## config.mk

```make
export PLATFORM = sky130hd
export DESIGN_NAME = lowest_free_number_allocator_flat
export DESIGN_NICKNAME = d
export VERILOG_FILES = /design/src/rtl/lfna_pkg.sv /design/src/rtl/lfna_if.sv /design/src/rtl/lfna_ram.sv /design/src/rtl/lfna_ffz.sv /design/src/rtl/lowest_free_number_allocator.sv /design/src/flat_wrapper.sv
export SDC_FILE = /design/constraint.sdc
export NUM_CORES = 2
export LEC_CHECK = 0
export BUFFER_PORTS_ARGS = -buffer_cell sky130_fd_sc_hd__buf_2
export CAP_MARGIN = 10
export CORE_UTILIZATION = 25
export CTS_BUF_LIST = sky130_fd_sc_hd__clkbuf_8 sky130_fd_sc_hd__clkbuf_16
export DETAILED_ROUTE_END_ITERATION = 10
export PLACE_DENSITY = 0.51
export SYNTH_ARGS = -nofsm -noshare
export SYNTH_HDL_FRONTEND = slang
export SYNTH_SLANG_ARGS = --single-unit
```

## constraint.sdc

```tcl
create_clock -name clock -period 5.5 [get_ports clock]
set_input_delay 0.55 -clock clock [delete_from_list [all_inputs] [get_ports clock]]
set_output_delay 0.55 -clock clock [all_outputs]
set_load 0.03 [all_outputs]
```

## src/rtl/lfna_pkg.sv

```systemverilog
// Package for the lowest free number allocator.
// Holds field widths, request and response codes, defaults and the FSM state type.
// No dependencies.
package lfna_pkg;

   // Field widths
   localparam int NUM_W    = 10;
   localparam int STATUS_W = 2;
   localparam int HINT_W   = 11;
   localparam int NUM_SPAN = 1 << NUM_W;

   // Default geometry of the bitmap
   localparam int WORD_BITS_DEF  = 64;
   localparam int WORD_COUNT_DEF = 16;

   // Request opcodes
   localparam logic OP_ALLOC = 1'b0;
   localparam logic OP_FREE  = 1'b1;

   // Response status codes
   localparam logic [STATUS_W-1:0] ST_OK      = 2'd0;
   localparam logic [STATUS_W-1:0] ST_FULL    = 2'd1;
   localparam logic [STATUS_W-1:0] ST_BADFREE = 2'd2;

   // Controller states
   typedef enum logic [2:0] {
      S_IDLE,
      S_ALLOC_START,
      S_SCAN,
      S_ALLOC_FIN,
      S_FREE_DIV,
      S_FREE_RD,
      S_FREE_CHK,
      S_DONE
   } state_type;

endpackage

```

## src/rtl/lfna_if.sv

```systemverilog
// Valid/ready channel interfaces for the allocator request and response.
// Depends on lfna_pkg for field widths.
interface lfna_req_if;
   import lfna_pkg::*;
   logic             valid;
   logic             ready;
   logic             opcode;
   logic [NUM_W-1:0] free_number;

   modport source (output valid, output opcode, output free_number, input ready);
   modport sink   (input valid, input opcode, input free_number, output ready);
endinterface

interface lfna_rsp_if;
   import lfna_pkg::*;
   logic                valid;
   logic                ready;
   logic [STATUS_W-1:0] status;
   logic [NUM_W-1:0]    number;

   modport source (output valid, output status, output number, input ready);
   modport sink   (input valid, input status, input number, output ready);
endinterface

```

## src/rtl/lfna_ram.sv

```systemverilog
// Generic single-port-write, single-port-read RAM with a registered read.
// No dependencies.
module lfna_ram #(
   parameter int WIDTH  = 64,
   parameter int DEPTH  = 16,
   parameter int ADDR_W = (DEPTH > 1) ? $clog2(DEPTH) : 1
) (
   input  logic              clock,
   input  logic              wr_en,
   input  logic [ADDR_W-1:0] wr_addr,
   input  logic [WIDTH-1:0]  wr_data,
   input  logic [ADDR_W-1:0] rd_addr,
   output logic [WIDTH-1:0]  rd_data
);

   logic [WIDTH-1:0] mem_ff [DEPTH];
   logic [WIDTH-1:0] rd_data_ff;

   // write port
   always_ff @(posedge clock) begin
      if (wr_en) begin
         mem_ff[wr_addr] <= wr_data;
      end
   end

   // registered read port
   always_ff @(posedge clock) begin
      rd_data_ff <= mem_ff[rd_addr];
   end

   assign rd_data = rd_data_ff;

endmodule

```

## src/rtl/lfna_ffz.sv

```systemverilog
// Find-first-zero over one bitmap word: lowest clear bit index and a full flag.
// No dependencies.
module lfna_ffz #(
   parameter int WIDTH = 64,
   parameter int IDX_W = $clog2(WIDTH)
) (
   input  logic [WIDTH-1:0] word,
   output logic             all_ones,
   output logic [IDX_W-1:0] index
);

   logic [WIDTH-1:0] zeros;
   logic [WIDTH-1:0] lowest;

   // isolate the lowest clear bit as a one-hot vector
   assign zeros    = ~word;
   assign lowest   = zeros & (~zeros + WIDTH'(1));
   assign all_ones = (zeros == '0);

   // one-hot to binary: each index bit ORs the positions that carry it
   always_comb begin
      index = '0;
      for (int i = 0; i < WIDTH; i++) begin
         for (int k = 0; k < IDX_W; k++) begin
            if (((i >> k) & 1) == 1) begin
               index[k] = index[k] | lowest[i];
            end
         end
      end
   end

endmodule

```

## src/rtl/lowest_free_number_allocator.sv

```systemverilog
// Lowest free number allocator: bitmap of used numbers in a RAM, scanned word by word.
// Depends on lfna_pkg, lfna_if, lfna_ram and lfna_ffz.
//
//   channel   dir   handshake     payload
//   req_bus   in    valid/ready   opcode, free_number
//   rsp_bus   out   valid/ready   status, number
//
// One request is handled at a time; the response sits in an output register so
// the next request can be taken while it waits.
// Allocate: start at the hint's word, scan to the first word with a clear bit
// (one bitmap RAM read per cycle), then grant. Free: split, read, update.
// Reset clears the bitmap through per-word valid bits; no clearing pass is needed.
// A stalled response holds the controller in its final state until it is taken.
module lowest_free_number_allocator #(
   parameter int WORD_BITS  = lfna_pkg::WORD_BITS_DEF,
   parameter int WORD_COUNT = lfna_pkg::WORD_COUNT_DEF
) (
   input logic         clock,
   input logic         reset,
   lfna_req_if.sink    req_bus,
   lfna_rsp_if.source  rsp_bus
);
   import lfna_pkg::*;

   // geometry: only words that can hold usable numbers are stored
   localparam int TOTAL       = WORD_BITS * WORD_COUNT;
   localparam int USABLE      = (TOTAL < NUM_SPAN) ? TOTAL : NUM_SPAN;
   localparam int SPAN_WORDS  = (NUM_SPAN + WORD_BITS - 1) / WORD_BITS;
   localparam int DEPTH       = (WORD_COUNT < SPAN_WORDS) ? WORD_COUNT : SPAN_WORDS;
   localparam int AW          = (DEPTH > 1) ? $clog2(DEPTH) : 1;
   localparam int HW          = $clog2(DEPTH + 1);
   localparam int BW          = $clog2(WORD_BITS);
   // number / WORD_BITS by reciprocal multiply, exact for 10-bit numbers
   localparam int RECIP_SHIFT = 20;
   localparam int RECIP       = ((1 << RECIP_SHIFT) + WORD_BITS - 1) / WORD_BITS;
   localparam int RECIP_W     = $clog2(RECIP + 1);
   localparam int PROD_W      = NUM_W + RECIP_W;

   state_type state_ff, state_in;

   logic [HINT_W-1:0]   hint_ff, hint_in;
   logic [HW-1:0]       hint_word_ff, hint_word_in;
   logic [AW-1:0]       scan_w_ff, scan_w_in;
   logic [NUM_W-1:0]    num_ff, num_in;
   logic [AW-1:0]       fw_ff, fw_in;
   logic [BW-1:0]       fb_ff, fb_in;
   logic [WORD_BITS-1:0] word_ff, word_in;
   logic [BW-1:0]       fbit_ff, fbit_in;
   logic [DEPTH-1:0]    valid_ff, valid_in;
   logic                rd_valid_ff;
   logic [STATUS_W-1:0] res_status_ff, res_status_in;
   logic [NUM_W-1:0]    res_number_ff, res_number_in;
   logic                rsp_valid_ff, rsp_valid_in;
   logic [STATUS_W-1:0] rsp_status_ff, rsp_status_in;
   logic [NUM_W-1:0]    rsp_number_ff, rsp_number_in;

   logic                 req_fire;
   logic                 out_free;
   logic                 ram_we;
   logic [AW-1:0]        ram_waddr;
   logic [WORD_BITS-1:0] ram_wdata;
   logic [AW-1:0]        ram_raddr;
   logic [WORD_BITS-1:0] ram_rdata;
   logic [WORD_BITS-1:0] rdata_m;
   logic                 word_full;
   logic [BW-1:0]        zero_idx;
   logic [PROD_W-1:0]    div_prod;
   logic [HINT_W-1:0]    free_rem;
   logic [HINT_W-1:0]    alloc_num;

   // bitmap storage
   lfna_ram #(
      .WIDTH (WORD_BITS),
      .DEPTH (DEPTH),
      .ADDR_W(AW)
   ) u_bitmap (
      .clock  (clock),
      .wr_en  (ram_we),
      .wr_addr(ram_waddr),
      .wr_data(ram_wdata),
      .rd_addr(ram_raddr),
      .rd_data(ram_rdata)
   );

   // words never written since reset read as all free
   assign rdata_m = ram_rdata & {WORD_BITS{rd_valid_ff}};

   lfna_ffz #(
      .WIDTH(WORD_BITS),
      .IDX_W(BW)
   ) u_ffz (
      .word    (rdata_m),
      .all_ones(word_full),
      .index   (zero_idx)
   );

   // handshakes
   assign req_bus.ready  = (state_ff == S_IDLE);
   assign req_fire       = req_bus.valid && req_bus.ready;
   assign out_free       = !rsp_valid_ff || rsp_bus.ready;
   assign rsp_bus.valid  = rsp_valid_ff;
   assign rsp_bus.status = rsp_status_ff;
   assign rsp_bus.number = rsp_number_ff;

   // arithmetic helpers
   assign div_prod  = PROD_W'(num_ff) * PROD_W'(RECIP);
   assign free_rem  = HINT_W'(num_ff) - HINT_W'(fw_ff) * HINT_W'(WORD_BITS);
   assign alloc_num = HINT_W'(scan_w_ff) * HINT_W'(WORD_BITS) + HINT_W'(fbit_ff);

   // next state
   always_comb begin
      state_in = state_ff;
      case (state_ff)
         S_IDLE: begin
            if (req_fire) begin
               state_in = (req_bus.opcode == OP_FREE) ? S_FREE_DIV : S_ALLOC_START;
            end
         end
         S_ALLOC_START: begin
            state_in = (hint_word_ff >= HW'(DEPTH)) ? S_DONE : S_SCAN;
         end
         S_SCAN: begin
            if (!word_full) begin
               state_in = S_ALLOC_FIN;
            end else if (scan_w_ff == AW'(DEPTH - 1)) begin
               state_in = S_DONE;
            end
         end
         S_ALLOC_FIN: state_in = S_DONE;
         S_FREE_DIV:  state_in = S_FREE_RD;
         S_FREE_RD: begin
            state_in = (HINT_W'(num_ff) >= HINT_W'(USABLE)) ? S_DONE : S_FREE_CHK;
         end
         S_FREE_CHK:  state_in = S_DONE;
         S_DONE: begin
            if (out_free) begin
               state_in = S_IDLE;
            end
         end
         default:     state_in = S_IDLE;
      endcase
   end

   // datapath and memory control
   always_comb begin
      hint_in       = hint_ff;
      hint_word_in  = hint_word_ff;
      scan_w_in     = scan_w_ff;
      num_in        = num_ff;
      fw_in         = fw_ff;
      fb_in         = fb_ff;
      word_in       = word_ff;
      fbit_in       = fbit_ff;
      valid_in      = valid_ff;
      res_status_in = res_status_ff;
      res_number_in = res_number_ff;
      rsp_valid_in  = rsp_valid_ff && !rsp_bus.ready;
      rsp_status_in = rsp_status_ff;
      rsp_number_in = rsp_number_ff;
      ram_we        = 1'b0;
      ram_waddr     = scan_w_ff;
      ram_wdata     = word_ff;
      ram_raddr     = fw_ff;
      case (state_ff)
         S_IDLE: begin
            if (req_fire) begin
               num_in = req_bus.free_number;
            end
         end
         // start the scan at the hint's word
         S_ALLOC_START: begin
            ram_raddr     = AW'(hint_word_ff);
            scan_w_in     = AW'(hint_word_ff);
            res_status_in = ST_FULL;
            res_number_in = '0;
         end
         // one word per cycle; the next word is fetched ahead
         S_SCAN: begin
            ram_raddr = scan_w_ff + AW'(1);
            word_in   = rdata_m;
            fbit_in   = zero_idx;
            if (word_full && scan_w_ff != AW'(DEPTH - 1)) begin
               scan_w_in = scan_w_ff + AW'(1);
            end
         end
         // grant the number unless it lies past the usable range
         S_ALLOC_FIN: begin
            if (alloc_num < HINT_W'(USABLE)) begin
               ram_we              = 1'b1;
               ram_waddr           = scan_w_ff;
               ram_wdata           = word_ff | (WORD_BITS'(1) << fbit_ff);
               valid_in[scan_w_ff] = 1'b1;
               hint_in             = alloc_num + HINT_W'(1);
               hint_word_in        = HW'(scan_w_ff) +
                                     HW'(fbit_ff == BW'(WORD_BITS - 1));
               res_status_in       = ST_OK;
               res_number_in       = NUM_W'(alloc_num);
            end
         end
         // word index of the freed number
         S_FREE_DIV: begin
            fw_in = AW'(div_prod >> RECIP_SHIFT);
         end
         // bit index, range check, fetch the word
         S_FREE_RD: begin
            ram_raddr     = fw_ff;
            fb_in         = free_rem[BW-1:0];
            res_status_in = ST_BADFREE;
            res_number_in = '0;
         end
         // clear the bit if it was set; pull the hint down
         S_FREE_CHK: begin
            if (rdata_m[fb_ff]) begin
               ram_we          = 1'b1;
               ram_waddr       = fw_ff;
               ram_wdata       = rdata_m & ~(WORD_BITS'(1) << fb_ff);
               valid_in[fw_ff] = 1'b1;
               res_status_in   = ST_OK;
               if (HINT_W'(num_ff) < hint_ff) begin
                  hint_in      = HINT_W'(num_ff);
                  hint_word_in = HW'(fw_ff);
               end
            end
         end
         // hand the result to the output register
         S_DONE: begin
            if (out_free) begin
               rsp_valid_in  = 1'b1;
               rsp_status_in = res_status_ff;
               rsp_number_in = res_number_ff;
            end
         end
         default: begin
            rsp_valid_in = rsp_valid_ff && !rsp_bus.ready;
         end
      endcase
   end

   // control registers
   always_ff @(posedge clock) begin
      if (reset) begin
         state_ff     <= S_IDLE;
         hint_ff      <= '0;
         hint_word_ff <= '0;
         valid_ff     <= '0;
         rsp_valid_ff <= 1'b0;
      end else begin
         state_ff     <= state_in;
         hint_ff      <= hint_in;
         hint_word_ff <= hint_word_in;
         valid_ff     <= valid_in;
         rsp_valid_ff <= rsp_valid_in;
      end
   end

   // payload registers
   always_ff @(posedge clock) begin
      scan_w_ff     <= scan_w_in;
      num_ff        <= num_in;
      fw_ff         <= fw_in;
      fb_ff         <= fb_in;
      word_ff       <= word_in;
      fbit_ff       <= fbit_in;
      rd_valid_ff   <= valid_ff[ram_raddr];
      res_status_ff <= res_status_in;
      res_number_ff <= res_number_in;
      rsp_status_ff <= rsp_status_in;
      rsp_number_ff <= rsp_number_in;
   end

endmodule
```

## src/flat_wrapper.sv

```systemverilog
// flat-port wrapper written by rule: the top's interface ports become plain ports
module lowest_free_number_allocator_flat import lfna_pkg::*;
#(
   parameter int WORD_BITS  = lfna_pkg::WORD_BITS_DEF,
   parameter int WORD_COUNT = lfna_pkg::WORD_COUNT_DEF
)
  (clock, reset, req_bus_valid, req_bus_opcode, req_bus_free_number, req_bus_ready, rsp_bus_valid, rsp_bus_status, rsp_bus_number, rsp_bus_ready);
  lfna_req_if req_bus_i ();
  lfna_rsp_if rsp_bus_i ();
  input logic clock;
  input logic reset;
  input wire logic [$bits(req_bus_i.valid)-1:0] req_bus_valid;
  input wire logic [$bits(req_bus_i.opcode)-1:0] req_bus_opcode;
  input wire logic [$bits(req_bus_i.free_number)-1:0] req_bus_free_number;
  output wire logic [$bits(req_bus_i.ready)-1:0] req_bus_ready;
  output wire logic [$bits(rsp_bus_i.valid)-1:0] rsp_bus_valid;
  output wire logic [$bits(rsp_bus_i.status)-1:0] rsp_bus_status;
  output wire logic [$bits(rsp_bus_i.number)-1:0] rsp_bus_number;
  input wire logic [$bits(rsp_bus_i.ready)-1:0] rsp_bus_ready;
  assign req_bus_i.valid = req_bus_valid;
  assign req_bus_i.opcode = req_bus_opcode;
  assign req_bus_i.free_number = req_bus_free_number;
  assign req_bus_ready = req_bus_i.ready;
  assign rsp_bus_valid = rsp_bus_i.valid;
  assign rsp_bus_status = rsp_bus_i.status;
  assign rsp_bus_number = rsp_bus_i.number;
  assign rsp_bus_i.ready = rsp_bus_ready;
  lowest_free_number_allocator #(.WORD_BITS(WORD_BITS), .WORD_COUNT(WORD_COUNT)) u_core (.clock(clock), .reset(reset), .req_bus(req_bus_i), .rsp_bus(rsp_bus_i));
endmodule
```

==> results by group <==
Synth
  – Synthesized Nets: 3044
  – Syn Area/Cell: 17.16 µm²
  – Ys Warns: 0
  – Synth unique cells: 87
  – #FFs+latches synth: 1243
  – Post-synth EDFFs: 1142
  – Ys async rst share: 0%
  – Mapped Cells: 3008
  – Register area share after synthesis: 70.37%
  – Synthesized cell area: 51610 µm²
  – Main synth FF type: edfxtp_1

Placement
  – GPL Wtd Cong: 0.9650
  – Port Buffers: 28
  – Dpl cells: 5682
  – Dpl hpwl: 88690 µm

Pwr
  – Max VDD drop: 243.0 µV
  – PwrDens: 418.1 nW/µm²
  – LEAKAGE: 19.77 nW

Routing
  – First DRT Iteration DRCs: 2672
  – # DRC: 0
  – DR vias/cell: 4.824
  – Final wirelength: 143900 µm
  – Drt wl/cell: 24.20 µm
  – TritonRoute pass-1 iters: 7
  – Antenna-violating nets left: 0
  – Routed vias: 28684

Timing
  – RSZ-0062 raised after global routing: no
  – Slew margin rel.: 23.93%
  – Worst slew pin tran: 1.136 ns
  – Final Hold Vio Count: 0
  – Worst hold margin: 0.08357 ns
  – Max Slew Vio Count: 0
  – Maximum clock rate: 220.3 MHz
  – Setup violators final: 0
  – Min Tclk post-route: 4.538 ns
  – Clk_skew: 0.03244 ns
  – Crit share post-route: 82.52%

Clock network
  – Clk buf depth: 3
  – Clk slew on worst S/H paths: 0.06 ns
  – Post CTS Setup Buffer Count: 0
  – H-tree level count: 4
  – CTS Buf Count: 137
  – Clock tree from TritonCTS: built
  – Post-cts hold buffer count: 10
  – Clk sinks: 1243
  – Post-CTS Resized: 0
  – Root buf cell: clkbuf_16
  – Worst skew pair latency: 0.78 ns

Setup path
  – Critical-path top delay cell: a21oi_1
  – CP Class: flop to flop
  – Largest delay share family, worst path: compound AO/OA/AOI/OAI gates
  – Critical path's largest stage delay: 0.90 ns
  – CP Cell Sequence: buf_4 -> nor2b_1 -> a21boi_0 -> a221oi_1 -> a2111oi_4 -> nor4_2 -> buf_4 -> o22ai_1 -> a21oi_1
  – Reg2Reg Depth: 9
  – Crit start category: flop
  – Cell count along the critical path: 9
  – Most frequent CP cell: buf_4
  – Critical path required time: 5.91 ns
  – CP Data Arrival Time: 4.94 ns
  – CP max FO: 35
  – CP Capture Type: flop
  – Crit path buffers/inverters: 2

Final layout
  – Area of the multi-input gates: 14440 µm²
  – Share of layout cells above drive strength 1: 21.28%
  – P&R area growth vs syn: 17.18%
  – Non-Filler Instances: 5946
  – # fillers: 20202
  – Reg area: 36320 µm²
  – Fin nets: 3180

Min path
  – Worst hold path depth: 3
  – HP Class: input port to flop

Floorplan
  – Die Span Y: 456.3 µm
  – Die span in x: 456.3 µm
  – Core Area: 204800 µm²
  – Io pins: 29
  – Row cnt: 166
  – Initial Util: 25.20%
  – Die area: 208200 µm²

Run status
  – Status: complete, no violations

Global route
  – Initial antenna violation count: 3
  – Vias in the first global route: 29266
  – Total GRT Usage: 13.67%
  – Global-route wire length before repair: 209600 µm
  – GRT Residual Overflow: 0
  – Largest net degree at the start of global routing: 66

Flow run
  – MaxCap Viol Count: 0
cells by family after synthesis:
| group | synth area share (%) |
|---|---|
| xor+xnor | 0.1867 |
| fa+ha+maj | 0.5091 |
| mux | 15.44 |
| flops | 70.37 |
| buf+inv | 2.250 |
| simple gates | 5.244 |
| compound gates | 5.996 |
cell type report:
cell class	instances	share of cell area, %
well taps	2688	5.562
clock buffers	151	6.007
diodes	1	0.004138
inverters	81	0.5028
repair buffers	183	2.715
flip-flops and latches	1243	60.06
multi-input cells	1498	23.87
clock inverters	101	1.279
power breakdown:
part	internal, W	switching [W]	total [W]
Combinational	0.00211	0.00260	0.00471
Clock	0.00510	0.00379	0.00889
Sequential	0.0109	0.000735	0.0117
Total	0.0182	0.00713	0.0253
cells in the final DEF, fill, tap and decap left out, types with 15 or more instances in the layout:
cell and instances:
o221ai_1 15, ha_1 21, buf_4 120, inv_1 118, nand3_1 75, o21ai_0 83
edfxtp_1 1142, nand2b_1 29, and3_1 16, mux2i_1 209, or3_1 33, clkinv_1 17
a22oi_1 24, nor3_1 47, clkbuf_16 138, a21oi_1 135, o22ai_4 15, buf_2 28
clkinv_2 18, buf_12 25, nor2_1 75, nand2_1 127, mux4_2 260, nand4_1 16
o21a_1 24, dfxtp_1 100, and2_1 30, o22ai_1 49
worst paths after layout:
path,end,slack (ns),startpoint
worst min register to register,u_core.rsp_bus.number[5],0.42,u_core.res_number_ff[5]
worst max register to register,u_core.u_bitmap.mem_ff[10][57],0.96,u_core.fb_ff[1]
worst max-delay path,u_core.u_bitmap.mem_ff[10][57],0.96,u_core.fb_ff[1]
worst min-delay path,u_core.state_ff[2],0.08,req_bus_valid
layer usage:
metal	vias up	GRT usage, %	wire, µm
met5	-	0	0
met4	0	4.615	4245
met3	231	2.532	7470
met2	831	21.55	67020
met1	15178	18.82	65160
li1	12444	-	-
flip-flops by register name (all words and copies together), names as in the netlist:
| name | flops |
|---|---|
| u_core.u_bitmap.mem_ff | 1024 |
| u_core.u_bitmap.rd_data | 64 |
| u_core.word_ff | 64 |
| u_core.valid_ff | 16 |
| u_core.hint_ff | 11 |
| u_core.num_ff | 10 |
| u_core.res_number_ff | 10 |
| u_core.rsp_bus.number | 10 |
| u_core.fb_ff | 6 |
| u_core.fbit_ff | 6 |
| u_core.hint_word_ff | 5 |
| u_core.fw_ff | 4 |
| u_core.scan_w_ff | 4 |
| u_core.state_ff | 3 |
| u_core.res_status_ff | 2 |
| u_core.rsp_bus.status | 2 |
| u_core.rd_valid_ff | 1 |
| u_core.rsp_bus.valid | 1 |
worst min-delay path, delay by kind of cell:
kind / cells / cell delay [ns]
simple gates: 2 / 0.16
buf+inv: 1 / 0.11
stage by stage:
stage	util (%)	setup slack, ns	area, µm²	setup TNS (ns)	total power (W)
after floorplan	-	-0.3523	51650	-175.63	0.01470
after global placement	27.32	1.127	55950	0	0.01662
after detailed placement	27.32	1.023	55950	0	0.01663
after CTS	29.52	1.008	60460	0	0.02558
after global routing	29.53	0.5892	60470	0	0.02625
final	29.53	0.9616	60470	0	0.02528
cell usage after synthesis, types with 30 or more instances:
master	instances	area, µm²
o21ai_0	84	420.4
inv_1	79	296.5
nand3_1	76	380.4
or3_1	33	206.5
nor3_1	47	235.2
a21oi_1	137	685.7
and2_1	30	187.7
buf_1	31	116.4
clkbuf_1	92	345.3
edfxtp_1	1142	34290
mux2i_1	209	2092
nand2_1	128	480.5
nor2_1	77	289.0
mux4_2	260	5856
dfxtp_1	101	2022
o22ai_1	64	400.4
buf_2	45	225.2
(Power assumes the default switching activity.)
